`src/rtl/chse_pkg.sv`:
```
// Shared types, codes and fixed-point helpers for the cubic Hermite spline evaluator.
package chse_pkg;

	localparam logic [1:0] CMD_CLEAR  = 2'd0;
	localparam logic [1:0] CMD_APPEND = 2'd1;
	localparam logic [1:0] CMD_EVAL   = 2'd2;

	localparam logic [1:0] OP_CLEAR  = 2'd0;
	localparam logic [1:0] OP_APPEND = 2'd1;
	localparam logic [1:0] OP_EVAL   = 2'd2;
	localparam logic [1:0] OP_NOP    = 2'd3;

	localparam logic [1:0] STAT_OK     = 2'd0;
	localparam logic [1:0] STAT_FEW    = 2'd1;
	localparam logic [1:0] STAT_ZERO_W = 2'd2;
	localparam logic [1:0] STAT_FULL   = 2'd3;

	typedef logic signed [63:0] q64_t;

	// internal values are held within +-2^61
	localparam q64_t LIM = 64'sh2000_0000_0000_0000;

	typedef struct packed {
		logic [1:0]         op;
		logic signed [31:0] pos;
		logic signed [31:0] value;
		logic signed [31:0] slope;
		logic signed [31:0] query;
	} chse_item_t;

	function automatic q64_t sat64(input q64_t v);
		if (v > LIM)
			return LIM;
		else if (v < -LIM)
			return -LIM;
		return v;
	endfunction

	// a * n for a small integer n, magnitude clamped to LIM
	function automatic q64_t kmul(input q64_t a, input logic [3:0] n);
		logic [63:0] mag;
		logic [67:0] m;
		logic [63:0] r;
		mag = a[63] ? 64'(-a) : 64'(a);
		m = 68'(mag) * 68'(n);
		if (m > 68'(LIM))
			m = 68'(LIM);
		r = m[63:0];
		return a[63] ? q64_t'(-r) : q64_t'(r);
	endfunction

	function automatic logic [31:0] out32(input q64_t v);
		if (v > 64'sd2147483647)
			return 32'h7fff_ffff;
		else if (v < -64'sd2147483648)
			return 32'h8000_0000;
		return v[31:0];
	endfunction

endpackage

```
`src/rtl/chse_queue.sv`:
```
// Two-entry queue between the front and the back end.
module chse_queue import chse_pkg::*; (
	input  logic       clk,
	input  logic       arst_n,
	input  logic       push,
	input  chse_item_t push_item,
	output logic       full,
	output logic       empty,
	input  logic       pop,
	output chse_item_t pop_item
);

	chse_item_t slot_q [2];
	logic       wptr_q;
	logic       rptr_q;
	logic [1:0] cnt_q;

	assign full     = (cnt_q == 2'd2);
	assign empty    = (cnt_q == 2'd0);
	assign pop_item = slot_q[rptr_q];

	always_ff @(posedge clk) begin
		if (push)
			slot_q[wptr_q] <= push_item;
	end

	always_ff @(posedge clk or negedge arst_n) begin
		if (!arst_n) begin
			wptr_q <= 1'b0;
			rptr_q <= 1'b0;
			cnt_q  <= 2'd0;
		end else begin
			if (push)
				wptr_q <= ~wptr_q;
			if (pop)
				rptr_q <= ~rptr_q;
			case ({push, pop})
				2'b10:   cnt_q <= cnt_q + 2'd1;
				2'b01:   cnt_q <= cnt_q - 2'd1;
				default: cnt_q <= cnt_q;
			endcase
		end
	end

endmodule

```
`config.mk`:
```
export PLATFORM = sky130hd
export DESIGN_NAME = chse_queue
export DESIGN_NICKNAME = d
export VERILOG_FILES = /design/src/rtl/chse_pkg.sv /design/src/rtl/chse_queue.sv
export SDC_FILE = /design/constraint.sdc
export NUM_CORES = 1
export LEC_CHECK = 0
export BUFFER_PORTS_ARGS = -buffer_cell sky130_fd_sc_hd__buf_4
export CAP_MARGIN = 20
export CORE_UTILIZATION = 30
export CTS_CLUSTER_SIZE = 12
export DETAILED_ROUTE_END_ITERATION = 8
export GPL_ROUTABILITY_DRIVEN = 0
export PLACE_DENSITY = 0.47
export SYNTH_ARGS = -nofsm -noshare
export SYNTH_HDL_FRONTEND = slang
export SYNTH_SLANG_ARGS = --single-unit
```
`constraint.sdc`:
```
create_clock -name clk -period 7.6 [get_ports clk]
set_input_delay 0 -clock clk [delete_from_list [all_inputs] [get_ports clk]]
set_output_delay 0 -clock clk [all_outputs]
set_load 0.01 [all_outputs]
```
**Word level (Yosys, flattened, before mapping)**

Memory sizes are Yosys's and may differ from the RTL's.
Index checks and enable logic that the tools add are counted.

- Output and inout bits: 132
- Flip-flop bits (word level): 4
- Memories kept: 1
- Bits in writable memories: 260
- Input bits: 134
- Word-level logic and storage cells: 16

- Add/sub/neg operators: 2
- Bitwise gates (word level): 2
- Multiplexer cells: 3
- Eq/ne operators: 3
- Reduce and logical (&&, ||, !) cells: 2

Memory list:

| name | depth | width | rd ports | clocked after Yosys merged registers in | wr ports | line | RTL |
|---|---|---|---|---|---|---|---|
| slot_q | 2 | 130 | 1 | 0 | 1 | chse_queue.sv:13 | `chse_item_t slot_q [2];` |

Operator list:

| operator | count |
|---|---|
| 2-bit equality test, second input constant | 2 |
| 2-bit one-hot mux with 2 select lines | 1 |
| 2-bit by 1-bit adder with 2-bit output, second input constant | 1 |
| 2-bit by 1-bit equality test with 1-bit output, second input constant | 1 |
| 2-bit zero test | 1 |
| 1-bit two-way mux | 2 |
| 1-bit inverter | 2 |
| 2-bit nonzero test | 1 |
| 2-bit by 1-bit subtractor with 2-bit output, second input constant | 1 |

**Longest topological paths before layout**

- Depth after elaboration: 2
- Gate-level depth with buffers: 5
- Depth with buffers taken out: 5

**Least setup slack after synthesis**

No wires, ideal clock.

- Path kind: reg-to-reg
- Start: register wptr_q
- End: memory slot_q[0][0] (netlist name) (enable)
- Data required time: 6.976 ns
- Path buffers: 0
- Setup slack: 1.168 ns
- Library setup time: 0.624 ns
- Data arrival time: 5.807 ns
- Clock period less this slack: 6.432 ns
- Cell stages (with the launch flop): 2
- Path through: dfrtp_1 > nor2_1

RTL lines:

| element | line | RTL |
|---|---|---|
| start, declared | chse_queue.sv:14 | `logic wptr_q;` |
| start signal, assigned | chse_queue.sv:34 | `wptr_q <= ~wptr_q;` |
| end, declared | chse_queue.sv:13 |  |

No word-level cell before the write port.

==> metrics.csv <==
stage,metric,value,unit
timing,tns,0,ns
floorplan,die_w,184,µm
yosys,synth_fp_nets,556,
setup_path,cp.arrival,2.77,ns
status,status,"complete, no violations",
route,viasPerCell,4.09,
cells_and_area,fill_cells,2868,
cells_and_area,multi_input_area,0.00189,mm²
setup_path,path_class,flop to primary output,
placed_design,numPortBuffers,265,
floorplan,die_area,0.0339,mm²
yosys,ys_top_cells_by_area,"edfxtp_1 (79%), mux2_4 (14%), mux2_2 (4.5%), buf_6 (1.1%), dfrtp_1 (1.0%)",
timing,fin_ws,4.83,ns
pwr,ir_drop,0.215,mV
yosys,synth-edff-count,260,
global_routing,grt_first_pass_wirelength,32.3,mm
clocking,cts_setup_buffers,0,
cells_and_area,layout-drive-gt1-share,51.4,%
timing,min_period_over_period,36.4,%
floorplan,rows,66,
yosys,yosys_warnings,0,
yosys,synth_top_flop_cell,edfxtp_1,
cells_and_area,ff_latch_area,0.00791,mm²
pwr,fin_total_pwr,5020,µW
yosys,ys_ff_latch,264,
timing,rsz0062_at_grt,false,
timing,setup_viol,0,
yosys,ys_types,14,
clocking,cts_tree,done,
clocking,clkTransAtPathRegs,0.06,ns
route,wl_per_cell,16.4,µm
min_path,hp-class,primary input to flop,
placed_design,placed_area,0.0124,mm²
global_routing,track_usage,12.4,%
timing,max_slew_margin,34.3,%
setup_path,crit_fanout,52,
yosys,seq_area_frac_synth,79.5,%
timing,maxSlewViolCount,0,
timing,fin_crit,2.77,ns
route,drc,0,
route,drt-total-wl,21.5,mm
clocking,cts_root_buf,clkbuf_16,
setup_path,worstPathCellList,"buf_4, mux2_2, buf_4",
setup_path,critPathRequiredTime,7.60,ns
setup_path,endpoint_kind,primary output,
clocking,cts_buffer_depth,3,
floorplan,coreArea,0.0325,mm²
cells_and_area,final_area,0.0147,mm²
yosys,yosysMostFrequentCell,edfxtp_1,
route,drt_pass1_iterations,4,
pwr,power.density,343,mW/mm²
yosys,syn_area,0.00994,mm²
yosys,ys_top_cells_by_count,"edfxtp_1 (260), mux2_4 (90), mux2_2 (40)",
clocking,numCtsBuffers,31,
run,cap_violations,0,
global_routing,overflow,0,
global_routing,grt_max_degree,71,
timing,fmax,361,MHz
route,antenna_left,0,
cells_and_area,area_growth,47.4,%
yosys,syn_inst,421,
yosys,syn_area_per_cell,23.6,µm²
timing,fin_skew,0.00635,ns
timing,tightest_slew,0.986,ns
floorplan,start_util,30.6,%
route,dr_total_vias,5355,
pwr,leakagePower,0.00574,µW
global_routing,grt_antenna_before_repair,2,
setup_path,path_common_cell,buf_4,
cells_and_area,final_nets,978,
clocking,cts.sinks,264,
setup_path,cp-start-kind,flop,
global_routing,grt_pass1_vias,5769,
placed_design,pre_cts_slack,4.97,ns
clocking,clk_latency,0.55,ns
clocking,cts_resized,0,
cells_and_area,utilization,45.0,%
timing,finalHoldViolCount,0,
yosys,yosys.area.top_type,edfxtp_1,
clocking,cts_max_level,1,
setup_path,max_stage_delay,0.83,ns
floorplan,fp.dieH,184,µm
yosys,synth_top_area_share,78.5,%
floorplan,boundaryPins,266,
route,drtIter0Drc,182,
setup_path,slowest_stage,buf_4,
yosys,async_flop_share,1.52,%
==> logic make-up after synthesis <==
logic type	share of synthesized area (%)
XOR/XNOR	0.441
adder cells (fa/ha/maj)	0.126
AND/OR/NAND/NOR	0.239
multiplexers	18.1
buffers and inverters	1.52
flip-flops	79.5
==> power breakdown <==
part | internal (µW) | leakage [µW] | switching (µW)
clock | 779 | 0.000453 | 557
combinational | 904 | 0.00280 | 736
sequential | 1940 | 0.00249 | 104
==> per-stage QoR <==
stage / hold slack (ns) / instances
3_5_place_dp: -0.197 / 1118
5_1_grt: 0.149 / 1310
3_3_place_gp: -0.198 / 1118
6_report: 0.171 / 1310
4_1_cts: 0.140 / 1308
2_1_floorplan: -0.296 / 421
==> registers in the layout, indices dropped and copies added, names as in the netlist <==
name	cells
rptr_q	1
slot_q	260
wptr_q	1
cnt_q	2
==> routing by layer <==
layer,routed length (µm),up-vias,part of all wire (%),track usage (%)
li1,-,2526,-,-
met1,9130,2601,42,15.2
met2,10200,191,48,20.8
met3,1570,37,7.3,3.74
met4,599,0,2.8,3.83
met5,0,-,0,0
==> final timing paths <==
path	start	cells after the start	slack, ns	to
setup / recovery	rptr_q$_DFFE_PN0P_	3	4.83	pop_item[125]
hold / removal	push_item[2]	2	0.17	slot_q[1][2]$_DFFE_PP_
setup reg to reg	wptr_q$_DFFE_PN0P_	3	5.02	slot_q[0][64]$_DFFE_PP_
hold reg to reg	cnt_q[1]$_DFFE_PN0P_	1	0.49	cnt_q[1]$_DFFE_PN0P_
max in group asynchronous	arst_n	3	7.02	rptr_q$_DFFE_PN0P_
min in group asynchronous	arst_n	3	0.39	wptr_q$_DFFE_PN0P_
==> area by class of cell <==
cell class | instances | share of cell area (%)
Tap cell | 442 | 3.77
Inverter | 1 | 0.0256
Clock buffer | 39 | 5.50
Clock inverter | 17 | 0.786
Sequential cell | 264 | 54.0
Multi-Input combinational cell | 141 | 12.9
Antenna cell | 2 | 0.0342
Timing Repair Buffer | 404 | 23.0
==> worst max-delay path, delay by kind of cell (launching register included) <==
family / cells / cell delay (ns)
flip-flops: 1 / 0.75
multiplexers: 1 / 0.45
buffers and inverters: 2 / 0.98
==> repair_timing <==
item	4_1_cts	5_1_grt
endpoints found under the setup margin	0	0
hold buffers	134	0
endpoints found under the hold margin	268	0
==> cells in the final DEF (no fill, tap or decap), types with 2 or more instances in the layout <==
cell type        n
mux2_2          40
mux2_4          90
buf_4          270
clkbuf_1         8
nor2_1           2
clkinv_2         7
clkinv_1         6
diode_2          2
dlygate4sd3_1  134
xor2_1           3
clkbuf_16       31
edfxtp_1       260
xnor2_1          2
dfrtp_1          3
No activity file was read; power rests on OpenSTA's default activity.
