===== config.mk =====
export PLATFORM = sky130hd
export DESIGN_NAME = chse_front
export DESIGN_NICKNAME = d
export VERILOG_FILES = /design/src/rtl/chse_pkg.sv /design/src/rtl/chse_front.sv
export SDC_FILE = /design/constraint.sdc
export NUM_CORES = 1
export LEC_CHECK = 0
export BUFFER_PORTS_ARGS = -buffer_cell sky130_fd_sc_hd__buf_2
export CAP_MARGIN = 20
export CORE_AREA = 3 3 103 105
export CTS_BUF_LIST = sky130_fd_sc_hd__clkbuf_8
export CTS_CLUSTER_DIAMETER = 40
export CTS_CLUSTER_SIZE = 10
export DETAILED_ROUTE_END_ITERATION = 7
export DIE_AREA = 0 0 106 108
export PLACE_DENSITY_LB_ADDON = 0.15
export SYNTH_ARGS = -nofsm -noshare
export SYNTH_HDL_FRONTEND = slang
export SYNTH_SLANG_ARGS = --single-unit

===== constraint.sdc =====
create_clock -name clk -period 13.5 [get_ports clk]
set_clock_uncertainty 0.1 [all_clocks]
set_input_delay 1.35 -clock clk [delete_from_list [all_inputs] [get_ports clk]]
set_output_delay 1.35 -clock clk [all_outputs]
set_load 0.005 [all_outputs]

===== src/rtl/chse_pkg.sv =====
// Shared types, codes and fixed-point helpers for the cubic Hermite spline evaluator.
package chse_pkg;

	localparam logic [1:0] CMD_CLEAR  = 2'd0;
	localparam logic [1:0] CMD_APPEND = 2'd1;
	localparam logic [1:0] CMD_EVAL   = 2'd2;

	localparam logic [1:0] OP_CLEAR  = 2'd0;
	localparam logic [1:0] OP_APPEND = 2'd1;
	localparam logic [1:0] OP_EVAL   = 2'd2;
	localparam logic [1:0] OP_NOP    = 2'd3;

	localparam logic [1:0] STAT_OK     = 2'd0;
	localparam logic [1:0] STAT_FEW    = 2'd1;
	localparam logic [1:0] STAT_ZERO_W = 2'd2;
	localparam logic [1:0] STAT_FULL   = 2'd3;

	typedef logic signed [63:0] q64_t;

	// internal values are held within +-2^61
	localparam q64_t LIM = 64'sh2000_0000_0000_0000;

	typedef struct packed {
		logic [1:0]         op;
		logic signed [31:0] pos;
		logic signed [31:0] value;
		logic signed [31:0] slope;
		logic signed [31:0] query;
	} chse_item_t;

	function automatic q64_t sat64(input q64_t v);
		if (v > LIM)
			return LIM;
		else if (v < -LIM)
			return -LIM;
		return v;
	endfunction

	// a * n for a small integer n, magnitude clamped to LIM
	function automatic q64_t kmul(input q64_t a, input logic [3:0] n);
		logic [63:0] mag;
		logic [67:0] m;
		logic [63:0] r;
		mag = a[63] ? 64'(-a) : 64'(a);
		m = 68'(mag) * 68'(n);
		if (m > 68'(LIM))
			m = 68'(LIM);
		r = m[63:0];
		return a[63] ? q64_t'(-r) : q64_t'(r);
	endfunction

	function automatic logic [31:0] out32(input q64_t v);
		if (v > 64'sd2147483647)
			return 32'h7fff_ffff;
		else if (v < -64'sd2147483648)
			return 32'h8000_0000;
		return v[31:0];
	endfunction

endpackage


===== src/rtl/chse_front.sv =====
// Input stage: takes a beat, classifies the command and hands it to the queue.
module chse_front import chse_pkg::*; (
	input  logic               clk,
	input  logic               arst_n,
	input  logic               in_valid,
	output logic               in_stall,
	input  logic [1:0]         command,
	input  logic signed [31:0] knot_pos,
	input  logic signed [31:0] knot_value,
	input  logic signed [31:0] knot_slope,
	input  logic signed [31:0] query_pos,
	output logic               push,
	output chse_item_t         push_item,
	input  logic               q_full
);

	chse_item_t item_q;
	logic       valid_q;
	logic       accept;
	logic [1:0] op;

	always_comb begin
		case (command)
			CMD_CLEAR:  op = OP_CLEAR;
			CMD_APPEND: op = OP_APPEND;
			CMD_EVAL:   op = OP_EVAL;
			default:    op = OP_NOP;
		endcase
	end

	assign in_stall  = valid_q & q_full;
	assign accept    = in_valid & ~in_stall;
	assign push      = valid_q & ~q_full;
	assign push_item = item_q;

	always_ff @(posedge clk) begin
		if (accept) begin
			item_q.op    <= op;
			item_q.pos   <= knot_pos;
			item_q.value <= knot_value;
			item_q.slope <= knot_slope;
			item_q.query <= query_pos;
		end
	end

	always_ff @(posedge clk or negedge arst_n) begin
		if (!arst_n)
			valid_q <= 1'b0;
		else
			valid_q <= accept | (valid_q & ~push);
	end

endmodule


## Word level (Yosys, flattened, before mapping)

Index checks and enable logic that the tools add are counted.

| word-level totals | value |
|---|---|
| flip-flop bits (word level) | 131 |
| bits of input ports | 134 |
| output and inout bits | 132 |

| operators by class | value |
|---|---|
| equality and inequality tests | 2 |
| reductions and logical operators | 1 |
| mux-type cells | 1 |
| bitwise operators | 8 |

Operators by type and width:

| operator | number |
|---|---|
| one-hot mux 2 bit (3 select lines) | 1 |
| bitwise AND 1 bit | 4 |
| inverter 1 bit | 3 |
| == test 2 x 1 -> 1 bit, second input constant | 1 |
| == test 2 bit, second input constant | 1 |
| logical NOT 2 bit | 1 |
| bitwise OR 1 bit | 1 |

## Longest topological paths before layout

| depth | value |
|---|---|
| depth in word-level cells | 5 |
| mapped depth | 1 |
| gate-level depth less buffers | 1 |

## Least setup slack after synthesis

OpenSTA, ideal clock, no wires.

| timing path | value |
|---|---|
| kind | input to register |
| start | input port in_valid |
| end | register item_q, in the netlist push_item[0], enable pin |
| path buffers | 0 |
| stages | 1 |
| data required time | 12.581 ns |
| data arrival time | 10.746 ns |
| slack | 1.835 ns |
| cells stage by stage | a21boi_0 |

| on the way | value |
|---|---|
| cells in the longest elaborated chain, start to end | 1 |

Ends and longest elaborated chain:

| item | line | source |
|---|---|---|
| start, declared | chse_front.sv:5 | `input logic in_valid,` |
| bitwise AND 1 bit | chse_front.sv:32 | `assign accept = in_valid & ~in_stall;` |
| end, declared | chse_front.sv:17 | `chse_item_t item_q;` |

No other way between the ends.
A chain may end at the register's enable or synchronous reset.

## Final worst setup path

| timing path | value |
|---|---|
| start | input port q_full |
| end | output port push |

| on the way | value |
|---|---|
| cells in the longest elaborated chain, start to end | 2 |

Ends and longest elaborated chain:

| item | line | source |
|---|---|---|
| start, declared | chse_front.sv:14 | `input logic q_full` |
| inverter 1 bit | chse_front.sv:33 | `assign push = valid_q & ~q_full;` |
| bitwise AND 1 bit | chse_front.sv:33 |  |
| end, declared | chse_front.sv:12 | `output logic push,` |

No other way between the ends.

==> out/metrics.yaml <==
clock_tree:
  hold_buffers: 0
  clk_latency_worst_skew_pair_ns: 0.42
  cts-root-to-sink-buffers: 2
  cts_root_buf: "sky130_fd_sc_hd__clkbuf_8"
  tritoncts.num_buffers: 17
  clock-sinks: 131
  postCtsResizedCells: 0
  tritoncts: "done"
  cts.repair_timing.setup_buffer_count: 0
  worst_setup_hold_path_clk_slew_ns: 0.07
  htree_levels: 4
power:
  power_switching_share_pct: 20.5
  design_power_total_w: 0.000859
  worst_ir_drop_vdd_v: 0.0000692
  seq_power_share_pct: 55.8
  power_frac_clock_pct: 37.8
  p_int_w: 0.000682
  power_frac_comb_pct: 6.4
  power.static_leakage_nw: 2.51
  cellPowerDensity_nw_per_um2: 146
  switchingPower_w: 0.000176
worst_hold_path:
  holdPathStages: 1
  hp-class: "reg2reg"
outcome:
  run_status: "completed"
placement:
  detailed_place.area_sq_um: 5480
  place.gp.congestion: 0.725
  place.port_buffers: 265
logic_synthesis:
  synth_area_leaders: "sky130_fd_sc_hd__edfxtp_1 98%, sky130_fd_sc_hd__dfrtp_1 0.63%, sky130_fd_sc_hd__a21o_2 0.22%"
  synth-seq-area-share_pct: 99.0
  area_share_of_and_or_nand_nor_cells_after_synthesis_pct: 0.410
  synthCells: 137
  yosysTopAreaCellShare_pct: 98.4
  yosysMostFrequentCell: "sky130_fd_sc_hd__edfxtp_1"
  mappedNetlistNets: 271
  synth.avg_cell_area_sq_um: 29.0
  synth_compound_gate_area_share_pct: 0.410
  yosys.cell_types.count: 7
  adder_cell_area_share_of_the_yosys_netlist_pct: 0
  netlist_area_sq_um: 3970
  main_combinational_cell_family_by_area_after_synthesis: "compound AO/OA/AOI/OAI gates"
  synth_async_sr_flop_share_pct: 0.763
  synth.mux.area_fraction_pct: 0
  yosysWarningCount: 0
  synth_commonest_cells: "130 x sky130_fd_sc_hd__edfxtp_1, 2 x sky130_fd_sc_hd__clkbuf_1"
  synth_ff_type: "sky130_fd_sc_hd__edfxtp_1"
  synth_edf_count: 130
  ys_ff_latch: 131
  synth_area_leader_cell: "sky130_fd_sc_hd__edfxtp_1"
  synth_xor_area_share_pct: 0
sta:
  worst_pin_slew_ns: 0.926
  clock.fmax_mhz: 307
  finalHoldViolCount: 0
  setup_total_negative_slack_ns: 0
  worst_rel_slew_slack_pct: 38.2
  min_period_ns: 3.26
  drv_slew: 0
  fin_crit_sh_pct: 24.2
  finalSetupViolCount: 0
  grt_setup_unrepaired: "no"
  timing.hold.ws_ns: 0.485
flow_run:
  max_cap_viol_count: 0
floorplanning:
  core_region_area_sq_um: 9730
  die_area_sq_um: 11400
  die_height_um: 108
  std_cell_rows: 36
  io-pin-count: 266
  chipWidth_um: 106
  initial_cell_density_of_the_core_pct: 40.8
detailed_routing:
  finalWirelength_um: 9240
  vias: 2429
  detailedRoute.firstPassIterationCount: 4
  drcViolationCount: 0
  avgRoutedWirePerCell_um: 16.3
  detail_route.vias_per_cell: 4.28
  route.antenna.remaining_nets: 0
  drt-initial-drc-count: 63
worst_setup_path:
  worst_r2r_path_depth: 3
  worst_ep_arrival_time_ns: 1.81
  worstSetupEndpointType: "output pin"
  crit_path_top_delay_cell: "sky130_fd_sc_hd__and2b_2"
  critical_path.top_delay_family: "buffers and inverters"
  cp_most_frequent_cell: "sky130_fd_sc_hd__buf_2"
  path_buf_inv: 2
  crit_required_ns: 12.05
  ff2ff_setup_slack_ns: 11.01
  slowest_delay_ns: 0.22
  worst-setup-path-type: "in2out"
  startpoint_class: "input port"
  path_cells: "buf_2, and2b_2, buf_2"
  maximum_fanout_encountered_on_the_critical_timing_path: 4
  timing.critical_path.depth: 3
global_route:
  groute.layer.met3.usage_pct: 8.84
  antenna_found_initial: 0
  grt_use_met1_pct: 16.4
  grt_use_met2_pct: 26.8
  first_global_vias: 2465
  grt_first_pass_wirelength_um: 13100
  grt_max_degree: 76
  grt-busiest-layer: "met2"
  grt_remaining_overflow: 0
  gr-usage-all-layers_pct: 16.0
finish:
  area_growth_pct: 48.1
  post_route_cells_drive_above_1_share_pct: 68.9
  num_antenna_cells: 0
  num-nets-final: 555
  final_core_util_pct: 60.4
  post-route-cell-area_sq_um: 5880
  nFillCells: 793
==> cells in the final DEF (no fill, tap or decap) <==
cell type,Yosys,final
sky130_fd_sc_hd__bufinv_16,0,3
sky130_fd_sc_hd__and2b_2,1,1
sky130_fd_sc_hd__inv_6,0,1
sky130_fd_sc_hd__and2_2,1,1
sky130_fd_sc_hd__buf_4,0,2
sky130_fd_sc_hd__edfxtp_1,130,130
sky130_fd_sc_hd__buf_2,0,265
sky130_fd_sc_hd__clkinv_2,0,1
sky130_fd_sc_hd__a21boi_4,0,1
sky130_fd_sc_hd__dfrtp_1,1,1
sky130_fd_sc_hd__clkbuf_8,0,17
sky130_fd_sc_hd__a21o_2,1,1
sky130_fd_sc_hd__clkinv_1,0,4
sky130_fd_sc_hd__clkinvlp_4,0,5
sky130_fd_sc_hd__clkinv_4,0,1
==> sequential cells by signal, summed over array words and instances (netlist names) <==
signal / cells
push_item: 130
valid_q: 1
==> routing by layer <==
metal / wire length [um] / vias to the layer above / share of wire, %
met5: 0 / - / 0
met4: 182 / 0 / 2.0
met1: 3090 / 1125 / 33
met3: 1150 / 14 / 12
li1: - / 1122 / -
met2: 4820 / 168 / 52
==> path summary, 6_finish.rpt <==
kind                                      end     from
worst max-delay path                     push   q_full
worst min-delay path                  valid_q  valid_q
worst max register to register  push_item[10]  valid_q
worst min register to register        valid_q  valid_q
max in group asynchronous             valid_q   arst_n
min in group asynchronous             valid_q   arst_n
==> through the flow <==
| stage | std cells | setup slack [ns] |
|---|---|---|
| 2_1_floorplan | 137 | 1.83 |
| 3_3_place_gp | 535 | 9.97 |
| 3_5_place_dp | 535 | 9.93 |
| 4_1_cts | 567 | 10.24 |
| 5_1_grt | 567 | 10.22 |
| 6_report | 567 | 10.24 |
==> power by group through the flow <==
stage          Combinational, W  Clock (W)  Sequential [W]
3_5_place_dp          0.0000560          0        0.000489
2_1_floorplan        0.00000796          0        0.000501
6_report              0.0000546   0.000325        0.000479
3_3_place_gp          0.0000556          0        0.000488
4_1_cts               0.0000560   0.000336        0.000480
5_1_grt               0.0000603   0.000356        0.000481
==> cell families (layout without fill, tap and decap cells) <==
family | count (synthesis) | after routing
buf+inv | 2 | 299
compound gates | 2 | 2
flops | 131 | 131
simple gates | 2 | 2
==> area by class of cell <==
type / count / area [sq um] / share of cell area (%)
repair buffers: 267 / 1340 / 22.8
clock buffers: 17 / 234 / 3.98
multi-input cells: 4 / 43.8 / 0.745
well taps: 133 / 166 / 2.83
flip-flops and latches: 131 / 3930 / 66.8
clock inverters: 15 / 165 / 2.81
Power figures use the tool's default switching activity.
